[config.mk]
export PLATFORM = sky130hd
export DESIGN_NAME = weighted_rendezvous_placer
export DESIGN_NICKNAME = d
export VERILOG_FILES = /design/src/hw/rtl/wrp_pkg.sv /design/src/hw/rtl/wrp_ram.sv /design/src/hw/rtl/wrp_hash.sv /design/src/hw/rtl/wrp_datapath.sv /design/src/hw/rtl/wrp_ctrl.sv /design/src/hw/rtl/weighted_rendezvous_placer.sv
export SDC_FILE = /design/constraint.sdc
export NUM_CORES = 2
export LEC_CHECK = 0
export BUFFER_PORTS_ARGS = -buffer_cell sky130_fd_sc_hd__buf_2
export CAP_MARGIN = 20
export CORE_UTILIZATION = 55
export CTS_CLUSTER_SIZE = 24
export DETAILED_ROUTE_END_ITERATION = 10
export GPL_ROUTABILITY_DRIVEN = 0
export PLACE_DENSITY = 0.81
export SLEW_MARGIN = 0
export SYNTH_ARGS = -nofsm -noshare
export SYNTH_HDL_FRONTEND = slang
export SYNTH_HIERARCHICAL = 1
export SYNTH_SLANG_ARGS = --single-unit
[constraint.sdc]
create_clock -name clk -period 13.2 [get_ports clk]
set_input_delay 2.64 -clock clk [delete_from_list [all_inputs] [get_ports clk]]
set_output_delay 2.64 -clock clk [all_outputs]
set_load 0.01 [all_outputs]
[src/hw/rtl/wrp_pkg.sv]
// Package for the weighted rendezvous placer: opcodes, status codes,
// hash constants and the controller/datapath command and status structs.
// No dependencies.
`default_nettype none
package wrp_pkg;

  localparam logic [1:0] OP_CLEAR = 2'd0;
  localparam logic [1:0] OP_LOAD  = 2'd1;
  localparam logic [1:0] OP_PLACE = 2'd2;

  localparam logic [2:0] ST_OK        = 3'd0;
  localparam logic [2:0] ST_ZERO_ID   = 3'd1;
  localparam logic [2:0] ST_DUP       = 3'd2;
  localparam logic [2:0] ST_BAD_WT    = 3'd3;
  localparam logic [2:0] ST_OVERFLOW  = 3'd4;
  localparam logic [2:0] ST_FULL      = 3'd5;
  localparam logic [2:0] ST_NO_ACTIVE = 3'd6;
  localparam logic [2:0] ST_RANGE     = 3'd7;

  localparam logic [63:0] SEED_RESET = 64'h4c53504c41434531;
  localparam logic [63:0] MUL_A      = 64'hbf58476d1ce4e5b9;
  localparam logic [63:0] MUL_B      = 64'h94d049bb133111eb;

  typedef enum logic [3:0] {
    S_IDLE,
    S_DUP_RD,
    S_DUP_CHK,
    S_SALT,
    S_SALT_WAIT,
    S_ENT_RD,
    S_ENT_CHK,
    S_TICK,
    S_TICK_WAIT,
    S_DONE,
    S_OUT
  } state_t;

  // finalizer op: which input the hash unit mixes
  typedef enum logic [1:0] {
    HSEL_SALT,
    HSEL_TICKET
  } hsel_t;

  typedef struct packed {
    logic  load_item;   // latch input item
    logic  clr_table;   // entry_count and ticket_total to zero
    logic  commit;      // append loaded worker
    logic  idx_clr;     // entry index to zero
    logic  idx_inc;     // next entry
    logic  tick_clr;    // ticket counter to zero
    logic  tick_inc;    // next ticket
    logic  hash_go;     // start finalizer
    hsel_t hash_sel;
    logic  salt_ld;     // capture finalizer result as salt
    logic  score_upd;   // compare finalizer result with best
    logic  best_clr;
    logic  res_ld;      // load result register
    logic [2:0] res_st;
    logic  res_place;   // result carries owner and score
  } cmd_t;

  typedef struct packed {
    logic [1:0] opcode;
    logic       zero_id;
    logic       bad_wt;
    logic       overflow;
    logic       full;
    logic       range_err;
    logic       idx_end;    // index reached entry_count
    logic       id_match;   // read entry id equals item id
    logic       ent_live;   // read entry active with weight
    logic       tick_last;  // ticket is the last of entry
    logic       hash_done;
    logic       found;
  } sts_t;

endpackage
`default_nettype wire

[src/hw/rtl/wrp_ram.sv]
// Generic simple dual-port RAM (one write port, one read port) with registered read.
// No dependencies.
`default_nettype none
module wrp_ram #(
  parameter int WIDTH = 8,
  parameter int DEPTH = 16
) (
  input  wire logic                     clk,
  input  wire logic                     we,
  input  wire logic [$clog2(DEPTH)-1:0] waddr,
  input  wire logic [WIDTH-1:0]         wdata,
  input  wire logic [$clog2(DEPTH)-1:0] raddr,
  output logic      [WIDTH-1:0]         rdata
);
  logic [WIDTH-1:0] mem [DEPTH];

  always_ff @(posedge clk) begin
    if (we) begin
      mem[waddr] <= wdata;
    end
    rdata <= mem[raddr];
  end
endmodule
`default_nettype wire

[src/hw/rtl/wrp_hash.sv]
// Iterative splitmix64 finalizer: xorshift, multiply, xorshift, multiply,
// xorshift, with each 64x64 multiply done as 16 partial products.
// Depends on wrp_pkg.
`default_nettype none
module wrp_hash (
  input  wire logic        clk,
  input  wire logic        rst_n,
  input  wire logic        start,
  input  wire logic [63:0] din,
  output logic             done,
  output logic [63:0]      dout
);
  // phase: 0 mul A, 1 mul B, 2 final shift
  logic [63:0] acc_r, acc_nxt;
  logic [63:0] op_r, op_nxt;
  logic [63:0] v_r, v_nxt;
  logic [3:0]  pp_r, pp_nxt;
  logic [1:0]  ph_r, ph_nxt;
  logic        busy_r, busy_nxt;
  logic        done_r, done_nxt;

  logic [1:0]  ai, bi;
  logic [15:0] a_part, b_part;
  logic [31:0] prod;
  logic [63:0] term;
  logic [63:0] mulc;
  logic [63:0] sum;

  always_comb begin
    mulc   = (ph_r == 2'd0) ? wrp_pkg::MUL_A : wrp_pkg::MUL_B;
    ai     = pp_r[1:0];
    bi     = pp_r[3:2];
    a_part = op_r[16*ai +: 16];
    b_part = mulc[16*bi +: 16];
    prod   = a_part * b_part;
    term   = 64'({32'd0, prod} << (16 * (ai + bi)));
    sum    = acc_r + term;
  end

  always_comb begin
    acc_nxt  = acc_r;
    op_nxt   = op_r;
    v_nxt    = v_r;
    pp_nxt   = pp_r;
    ph_nxt   = ph_r;
    busy_nxt = busy_r;
    done_nxt = 1'b0;
    if (start) begin
      op_nxt   = din ^ (din >> 30);
      acc_nxt  = '0;
      pp_nxt   = '0;
      ph_nxt   = 2'd0;
      busy_nxt = 1'b1;
    end else if (busy_r) begin
      if (ph_r == 2'd2) begin
        v_nxt    = v_r ^ (v_r >> 31);
        busy_nxt = 1'b0;
        done_nxt = 1'b1;
      end else begin
        // skip partial products that land above bit 63
        acc_nxt = (32'(ai) + 32'(bi) <= 32'd3) ? sum : acc_r;
        pp_nxt  = pp_r + 4'd1;
        if (pp_r == 4'hf) begin
          if (ph_r == 2'd0) begin
            op_nxt  = acc_nxt ^ (acc_nxt >> 27);
            acc_nxt = '0;
            ph_nxt  = 2'd1;
          end else begin
            v_nxt  = acc_nxt;
            ph_nxt = 2'd2;
          end
        end
      end
    end
  end

  always_ff @(posedge clk) begin
    if (!rst_n) begin
      busy_r <= 1'b0;
      done_r <= 1'b0;
    end else begin
      busy_r <= busy_nxt;
      done_r <= done_nxt;
    end
    acc_r <= acc_nxt;
    op_r  <= op_nxt;
    v_r   <= v_nxt;
    pp_r  <= pp_nxt;
    ph_r  <= ph_nxt;
  end

  assign done = done_r;
  assign dout = v_r;
endmodule
`default_nettype wire

[src/hw/rtl/wrp_datapath.sv]
// Placer datapath: worker table RAM, counters, hash unit, best tracker and
// result register.  Depends on wrp_pkg, wrp_ram and wrp_hash.
`default_nettype none
module wrp_datapath #(
  parameter int MAX_WORKERS = 16,
  parameter int MAX_WEIGHT  = 256,
  parameter int MAX_TICKETS = 4096,
  parameter int SHARD_COUNT = 4096
) (
  input  wire logic            clk,
  input  wire logic            rst_n,
  input  wire wrp_pkg::cmd_t   cmd,
  output wrp_pkg::sts_t        sts,
  input  wire logic [63:0]     seed,
  input  wire logic [1:0]      in_opcode,
  input  wire logic [31:0]     in_node_id,
  input  wire logic [15:0]     in_worker_weight,
  input  wire logic            in_worker_active,
  input  wire logic [15:0]     in_shard_index,
  output logic [2:0]           res_status,
  output logic [31:0]          res_owner_id,
  output logic [63:0]          res_best_score
);
  localparam int IW = (MAX_WORKERS > 1) ? $clog2(MAX_WORKERS) : 1;
  localparam int CW = $clog2(MAX_WORKERS + 1);
  localparam int TW = $clog2(MAX_TICKETS + 1);
  localparam int ENT_W = 32 + 16 + 1;

  logic [1:0]  op_r;
  logic [31:0] id_r;
  logic [15:0] wt_r, shard_r;
  logic        act_r;
  logic [CW-1:0] cnt_r;
  logic [TW-1:0] tot_r;
  logic [CW-1:0] idx_r;
  logic [15:0]   tick_r;
  logic [63:0]   salt_r, best_r;
  logic [31:0]   best_id_r;
  logic          found_r;

  logic [ENT_W-1:0] rd_data;
  logic [31:0] e_id;
  logic [15:0] e_wt;
  logic        e_act;
  logic        h_done;
  logic [63:0] h_out, h_in;
  logic [16:0] tot_sum;

  assign e_id  = rd_data[ENT_W-1 -: 32];
  assign e_wt  = rd_data[16:1];
  assign e_act = rd_data[0];

  wrp_ram #(.WIDTH(ENT_W), .DEPTH(MAX_WORKERS)) u_tab (
    .clk   (clk),
    .we    (cmd.commit),
    .waddr (cnt_r[IW-1:0]),
    .wdata ({id_r, wt_r, act_r}),
    .raddr (idx_r[IW-1:0]),
    .rdata (rd_data)
  );

  assign h_in = (cmd.hash_sel == wrp_pkg::HSEL_SALT)
              ? (seed ^ {48'd0, shard_r})
              : ({e_id, 16'd0, tick_r} ^ salt_r);

  wrp_hash u_hash (
    .clk   (clk),
    .rst_n (rst_n),
    .start (cmd.hash_go),
    .din   (h_in),
    .done  (h_done),
    .dout  (h_out)
  );

  assign tot_sum = 17'(tot_r) + 17'(wt_r);

  always_comb begin
    sts.opcode    = op_r;
    sts.zero_id   = (id_r == 32'd0);
    sts.bad_wt    = (wt_r == 16'd0) || (32'(wt_r) > MAX_WEIGHT);
    sts.overflow  = (32'(tot_sum) > MAX_TICKETS);
    sts.full      = (32'(cnt_r) >= MAX_WORKERS);
    sts.range_err = (32'(shard_r) >= SHARD_COUNT);
    sts.idx_end   = (idx_r >= cnt_r);
    sts.id_match  = (e_id == id_r);
    sts.ent_live  = e_act && (e_wt != 16'd0);
    sts.tick_last = (tick_r + 16'd1 == e_wt);
    sts.hash_done = h_done;
    sts.found     = found_r;
  end

  always_ff @(posedge clk) begin
    if (!rst_n) begin
      cnt_r <= '0;
      tot_r <= '0;
    end else if (cmd.clr_table) begin
      cnt_r <= '0;
      tot_r <= '0;
    end else if (cmd.commit) begin
      cnt_r <= cnt_r + CW'(1);
      tot_r <= TW'(tot_sum);
    end
    if (cmd.load_item) begin
      op_r    <= in_opcode;
      id_r    <= in_node_id;
      wt_r    <= in_worker_weight;
      act_r   <= in_worker_active;
      shard_r <= in_shard_index;
    end
    if (cmd.idx_clr) idx_r <= '0;
    else if (cmd.idx_inc) idx_r <= idx_r + CW'(1);
    if (cmd.tick_clr) tick_r <= '0;
    else if (cmd.tick_inc) tick_r <= tick_r + 16'd1;
    if (cmd.salt_ld) salt_r <= h_out;
    // keep the higher score, the lower id on a tie
    if (cmd.best_clr) begin
      found_r   <= 1'b0;
      best_r    <= '0;
      best_id_r <= '0;
    end else if (cmd.score_upd) begin
      if (!found_r || h_out > best_r || (h_out == best_r && e_id < best_id_r)) begin
        found_r   <= 1'b1;
        best_r    <= h_out;
        best_id_r <= e_id;
      end
    end
    if (cmd.res_ld) begin
      res_status     <= cmd.res_st;
      res_owner_id   <= cmd.res_place ? best_id_r : 32'd0;
      res_best_score <= cmd.res_place ? best_r : 64'd0;
    end
  end
endmodule
`default_nettype wire

[src/hw/rtl/wrp_ctrl.sv]
// Placer controller: sequences load checks, salt hashing and the ticket
// scan, and runs the input and output handshakes.  Depends on wrp_pkg.
`default_nettype none
module wrp_ctrl (
  input  wire logic           clk,
  input  wire logic           rst_n,
  input  wire logic           in_fire,
  output logic                in_ready,
  output logic                out_valid,
  input  wire logic           out_fire,
  output wrp_pkg::cmd_t       cmd,
  input  wire wrp_pkg::sts_t  sts
);
  wrp_pkg::state_t state_r, state_nxt;

  always_ff @(posedge clk) begin
    if (!rst_n) state_r <= wrp_pkg::S_IDLE;
    else        state_r <= state_nxt;
  end

  always_comb begin
    state_nxt    = state_r;
    cmd          = '0;
    cmd.hash_sel = wrp_pkg::HSEL_SALT;
    in_ready     = 1'b0;
    out_valid    = 1'b0;
    unique case (state_r)
      wrp_pkg::S_IDLE: begin
        in_ready = 1'b1;
        if (in_fire) begin
          cmd.load_item = 1'b1;
          cmd.idx_clr   = 1'b1;
          cmd.best_clr  = 1'b1;
          state_nxt     = wrp_pkg::S_DUP_RD;
        end
      end
      wrp_pkg::S_DUP_RD: begin
        // dispatch on the latched opcode; RAM read of the current entry under way
        cmd.res_ld = 1'b1;
        cmd.res_st = wrp_pkg::ST_OK;
        unique case (sts.opcode)
          wrp_pkg::OP_CLEAR: begin
            cmd.clr_table = 1'b1;
            state_nxt     = wrp_pkg::S_OUT;
          end
          wrp_pkg::OP_LOAD: begin
            if (sts.zero_id) begin
              cmd.res_st = wrp_pkg::ST_ZERO_ID;
              state_nxt  = wrp_pkg::S_OUT;
            end else begin
              cmd.res_ld = 1'b0;
              state_nxt  = wrp_pkg::S_DUP_CHK;
            end
          end
          wrp_pkg::OP_PLACE: begin
            if (sts.range_err) begin
              cmd.res_st = wrp_pkg::ST_RANGE;
              state_nxt  = wrp_pkg::S_OUT;
            end else begin
              cmd.res_ld = 1'b0;
              state_nxt  = wrp_pkg::S_SALT;
            end
          end
          default: state_nxt = wrp_pkg::S_OUT;
        endcase
      end
      wrp_pkg::S_DUP_CHK: begin
        // RAM data valid for current index
        if (!sts.idx_end && sts.id_match) begin
          cmd.res_ld = 1'b1;
          cmd.res_st = wrp_pkg::ST_DUP;
          state_nxt  = wrp_pkg::S_OUT;
        end else if (!sts.idx_end) begin
          cmd.idx_inc = 1'b1;
          state_nxt   = wrp_pkg::S_DUP_RD;
        end else begin
          cmd.res_ld = 1'b1;
          state_nxt  = wrp_pkg::S_OUT;
          if (sts.bad_wt)        cmd.res_st = wrp_pkg::ST_BAD_WT;
          else if (sts.overflow) cmd.res_st = wrp_pkg::ST_OVERFLOW;
          else if (sts.full)     cmd.res_st = wrp_pkg::ST_FULL;
          else begin
            cmd.res_st = wrp_pkg::ST_OK;
            cmd.commit = 1'b1;
          end
        end
      end
      wrp_pkg::S_SALT: begin
        cmd.hash_go  = 1'b1;
        cmd.hash_sel = wrp_pkg::HSEL_SALT;
        state_nxt    = wrp_pkg::S_SALT_WAIT;
      end
      wrp_pkg::S_SALT_WAIT: begin
        if (sts.hash_done) begin
          cmd.salt_ld = 1'b1;
          state_nxt   = wrp_pkg::S_ENT_RD;
        end
      end
      wrp_pkg::S_ENT_RD: begin
        cmd.tick_clr = 1'b1;
        state_nxt    = wrp_pkg::S_ENT_CHK;
      end
      wrp_pkg::S_ENT_CHK: begin
        if (sts.idx_end) begin
          state_nxt = wrp_pkg::S_DONE;
        end else if (sts.ent_live) begin
          state_nxt = wrp_pkg::S_TICK;
        end else begin
          cmd.idx_inc = 1'b1;
          state_nxt   = wrp_pkg::S_ENT_RD;
        end
      end
      wrp_pkg::S_TICK: begin
        cmd.hash_go  = 1'b1;
        cmd.hash_sel = wrp_pkg::HSEL_TICKET;
        state_nxt    = wrp_pkg::S_TICK_WAIT;
      end
      wrp_pkg::S_TICK_WAIT: begin
        if (sts.hash_done) begin
          cmd.score_upd = 1'b1;
          if (sts.tick_last) begin
            cmd.idx_inc = 1'b1;
            state_nxt   = wrp_pkg::S_ENT_RD;
          end else begin
            cmd.tick_inc = 1'b1;
            state_nxt    = wrp_pkg::S_TICK;
          end
        end
      end
      wrp_pkg::S_DONE: begin
        cmd.res_ld    = 1'b1;
        cmd.res_place = sts.found;
        cmd.res_st    = sts.found ? wrp_pkg::ST_OK : wrp_pkg::ST_NO_ACTIVE;
        state_nxt     = wrp_pkg::S_OUT;
      end
      wrp_pkg::S_OUT: begin
        out_valid = 1'b1;
        if (out_fire) state_nxt = wrp_pkg::S_IDLE;
      end
      default: state_nxt = wrp_pkg::S_IDLE;
    endcase
  end
endmodule
`default_nettype wire

[src/hw/rtl/weighted_rendezvous_placer.sv]
// Weighted rendezvous placer top level: seed register, controller and
// datapath.  Depends on wrp_pkg, wrp_ctrl and wrp_datapath.
//
//   channel | direction | contents
//   in_     | slave     | tdata: opcode, node_id, worker_weight, worker_active, shard_index
//   out_    | master    | tdata: status, owner_id, best_score
//   cfg_    | write     | hash_seed
//
// One item at a time. A clear or a zero-id load registers its result in
// the dispatch state; a load first scans every stored entry for a
// duplicate id (read, then check). A placement hashes the salt, then reads
// and checks each stored entry and hashes every ticket of every active
// worker on the shared finalizer (two 16-step multiplies).
// Synchronous active-low reset empties the table; the seed returns to its
// default. A result stalled on out_tready holds the block until taken.
`default_nettype none
module weighted_rendezvous_placer #(
  parameter int MAX_WORKERS = 16,
  parameter int MAX_WEIGHT  = 256,
  parameter int MAX_TICKETS = 4096,
  parameter int SHARD_COUNT = 4096
) (
  input  wire logic         clk,
  input  wire logic         rst_n,
  input  wire logic         cfg_we,
  input  wire logic [63:0]  cfg_wdata,
  input  wire logic         in_tvalid,
  output logic              in_tready,
  // opcode[1:0], node_id[33:2], worker_weight[49:34],
  // worker_active[50], shard_index[66:51], zero fill [71:67]
  input  wire logic [71:0]  in_tdata,
  output logic              out_tvalid,
  input  wire logic         out_tready,
  // status[2:0], owner_id[34:3], best_score[98:35], zero fill [103:99]
  output logic [103:0]      out_tdata
);
  logic [63:0] seed_r;
  wrp_pkg::cmd_t cmd;
  wrp_pkg::sts_t sts;
  logic [2:0]  res_status;
  logic [31:0] res_owner_id;
  logic [63:0] res_best_score;

  // hold the seed register
  always_ff @(posedge clk) begin
    if (!rst_n)      seed_r <= wrp_pkg::SEED_RESET;
    else if (cfg_we) seed_r <= cfg_wdata;
  end

  wrp_ctrl u_ctrl (
    .clk       (clk),
    .rst_n     (rst_n),
    .in_fire   (in_tvalid && in_tready),
    .in_ready  (in_tready),
    .out_valid (out_tvalid),
    .out_fire  (out_tvalid && out_tready),
    .cmd       (cmd),
    .sts       (sts)
  );

  wrp_datapath #(
    .MAX_WORKERS (MAX_WORKERS),
    .MAX_WEIGHT  (MAX_WEIGHT),
    .MAX_TICKETS (MAX_TICKETS),
    .SHARD_COUNT (SHARD_COUNT)
  ) u_dp (
    .clk              (clk),
    .rst_n            (rst_n),
    .cmd              (cmd),
    .sts              (sts),
    .seed             (seed_r),
    .in_opcode        (in_tdata[1:0]),
    .in_node_id       (in_tdata[33:2]),
    .in_worker_weight (in_tdata[49:34]),
    .in_worker_active (in_tdata[50]),
    .in_shard_index   (in_tdata[66:51]),
    .res_status       (res_status),
    .res_owner_id     (res_owner_id),
    .res_best_score   (res_best_score)
  );

  assign out_tdata = {5'd0, res_best_score, res_owner_id, res_status};
endmodule
`default_nettype wire
==> metrics.cfg <==
[outcome]
outcome=complete, no violations

[min_path]
min_path_type=reg2reg

[cts]
number_of_setup_buffers_added_after_cts=0
cts_root_buffer=clkbuf_16
cts_max_path_buffers=3
cts_resized=0
clk_latency_ns=0.79
tritoncts.num_buffers=137
cts_htree_levels=4
clock_tree_from_tritoncts=yes
cts.reportedPaths.clkPinSlew_ns=0.06
tritoncts_num_sinks=1467
holdBufCountCts=0

[die]
core.rowCount=135
die_footprint_mm2=0.138
die_w_um=371
coreArea_mm2=0.135
die_height_um=371
start_util=0.553
io-pin-count=247

[logic_synthesis]
largest_family_of_logic_cells_by_synthesized_area=simple AND/OR/NAND/NOR gates
netlist-cell-type-count=103
syn-instance-count=5874
synth_fa_ha_area_frac=0.101
netlist_area_mm2=0.0749
area_share_of_and_or_nand_nor_cells_after_synthesis=0.103
synthesized_area_fraction_occupied_by_ao_oa_aoi_and_oai_cells=0.0761
post_synthesis_area_per_instance_um2=12.7
yosysWarningCount=6
yosys.area_share.xor_xnor=0.0394
share_of_synthesized_area_spent_on_multiplexers=0.0971
dominantRegCellSynth=edfxtp_1
postSynthRegisterBits=1467
ys_seq_area_frac=0.545
proportion_of_synthesized_flip_flops_having_asynchronous_set_or_reset=0
count_of_flip_flops_with_a_built_in_enable_after_synthesis=1142

[sta]
setup-tns-final_ns=0
timing.final.max_slew_violations=0
timing.final.hold_violations=0
final_critical_path_time_including_i_o_delays_and_setup_ns=11.81
timing.final.setup_violations=0
relSlewSlack=0.133
final.setup_skew_ns=0.0346
timing.final.crit_share=0.895
setup_repair_after_global_routing_missed_its_margin=false
fmax_mhz=84.7
worst_slew_pin_slew_ns=1.30

[cells_and_area]
fraction_of_final_layout_cells_with_drive_strength_greater_than_1=0.141
finish.net_count=6655
syn2layout_area_growth_pct=9.98
multi_input_comb_area_mm2=0.0315
layout.area.seq_mm2=0.0408
fillers=9868

[route]
wl_um=213000
route.detailed.drc=0
avgRoutedWirePerCell_um=26.8
dr.pass1.iters=7
drt-initial-drc-count=7172
postRouteAntennaNets=0
vias=50023
routed_via_density=6.31

[global_routing]
globalRouteTotalUtil=0.309
antenna_found_initial=14
pin_count_of_the_biggest_net_entering_global_routing=167
wire_length_of_the_first_global_routing_pass_um=312000
grt_pass1_vias=49728
grt_overflow_total=0

[worst_setup_path]
cpMaxStageDelayCell=o31ai_1
signal_arrival_time_at_the_worst_endpoint_ns=12.29
endpoint_kind=flip-flop
worst_path_dominant_cell_family=adder cells
criticalPathCategory=reg2reg
critical_path_buf_inv_count=5
cp.required_ns=13.68
worst-path-max-fanout=7
slowest_delay_ns=0.97
element_type_at_the_critical_path_start=flip-flop
timing.critical_path.mode_cell=fa_1

[run]
maxCapViolations=0

[placement]
detailed_place_hpwl_um=141000
portBuffers=236

[sequential cells by signal (all words and copies together) (netlist names), 4 cells and up]
name,cells
u_dp/best_r,64
u_dp/best_id_r,32
u_dp/res_owner_id,32
u_dp/u_hash/dout,64
u_dp/u_hash/pp_r,4
u_dp/tot_r,13
u_dp/u_hash/acc_r,64
u_dp/shard_r,16
u_ctrl/state_r,4
u_dp/res_best_score,64
u_dp/salt_r,64
seed_r,64
u_dp/id_r,32
u_dp/u_tab/mem,784
u_dp/wt_r,16
u_dp/tick_r,16
u_dp/u_hash/op_r,64
u_dp/cnt_r,5
u_dp/idx_r,5
u_dp/u_tab/rdata,49
[worst paths after layout]
check                                    startpoint                   end  slack (ns)  depth (start not counted)
worst min-delay path                     seed_r[59]            seed_r[59]        0.48                          2
worst max register to register  u_dp/u_hash/pp_r[1]  u_dp/u_hash/op_r[20]        1.39                         36
worst max-delay path            u_dp/u_hash/pp_r[1]  u_dp/u_hash/op_r[20]        1.39                         36
worst min register to register           seed_r[59]            seed_r[59]        0.48                          2
[cells by family (layout without fill, tap and decap cells)]
group           after synthesis  after routing
buf+inv                     676            940
fa+ha+maj                   486            486
mux                         467            467
other cells                   2             10
simple gates               1569           1569
xor+xnor                    337            337
compound gates              870            870
flops                      1467           1467
[per-stage QoR]
step	setup WS, ns	utilization	hold WS, ns	instance area, um^2	std cells
4_1_cts	1.69	0.608	0.479	82300	7922
2_1_floorplan	3.27	-	0.436	74900	5878
5_1_grt	1.11	0.609	0.502	82300	7926
6_report	1.39	0.609	0.478	82300	7927
3_5_place_dp	1.74	0.574	0.463	77700	7669
3_3_place_gp	1.94	0.574	0.456	77700	7669
[synth_stat cells, types with 20 or more instances]
cell / count / share of area
edfxtp_1: 1142 / 0.46
nand2_1: 493 / 0.025
inv_1: 374 / 0.019
nor2_1: 336 / 0.017
dfxtp_1: 325 / 0.087
ha_1: 289 / 0.048
nand2b_1: 217 / 0.018
a21oi_1: 209 / 0.014
mux2i_1: 209 / 0.028
o21ai_0: 209 / 0.014
clkbuf_1: 204 / 0.010
mux4_2: 202 / 0.061
fa_1: 197 / 0.053
xor2_1: 174 / 0.020
xnor2_1: 163 / 0.019
and2_1: 157 / 0.013
a22oi_1: 101 / 0.010
nor2b_1: 71 / 0.0059
nand4_1: 70 / 0.0058
a21o_1: 69 / 0.0069
mux2_2: 56 / 0.0084
nand3_1: 54 / 0.0036
a22o_1: 44 / 0.0051
nor3_1: 44 / 0.0029
buf_2: 34 / 0.0023
nor4_1: 32 / 0.0027
o21bai_1: 29 / 0.0029
o21a_1: 26 / 0.0026
o21ai_1: 24 / 0.0016
buf_4: 22 / 0.0022
a211oi_1: 20 / 0.0020
and3_1: 20 / 0.0017
[layer usage]
layer / vias to the layer above / routed length (um) / GRT usage
li1: 21458 / - / -
met1: 24540 / 75900 / 0.390
met2: 3278 / 97400 / 0.484
met3: 735 / 26100 / 0.0808
met4: 12 / 13200 / 0.173
met5: - / 86 / 0
[placed cells by master, fill, tap and decap left out, types with 196 or more instances in the layout]
cell | netlist | layout
a21oi_1 | 209 | 208
buf_2 | 34 | 235
dfxtp_1 | 325 | 323
edfxtp_1 | 1142 | 1142
fa_1 | 197 | 196
ha_1 | 289 | 289
inv_1 | 374 | 374
mux2i_1 | 209 | 209
mux4_2 | 202 | 202
nand2_1 | 493 | 493
nand2b_1 | 217 | 217
nor2_1 | 336 | 321
o21ai_0 | 209 | 208
[final cells by class]
type | count | area share
multi-input cells | 3735 | 0.382
flip-flops and latches | 1467 | 0.496
diodes | 4 | 0.000122
clock inverters | 63 | 0.00998
clock buffers | 190 | 0.0465
well taps | 1781 | 0.0271
repair buffers | 310 | 0.0213
inverters | 377 | 0.0172
[worst min-delay path: cells and delay by family (launching register included)]
family        cells  cell delay, ns
flops             1            0.32
simple gates      1            0.06
mux               1            0.06
Power is left out: the tool's default activity adds up to more than one toggle a clock period on the data nets, which glitch-free logic cannot reach.
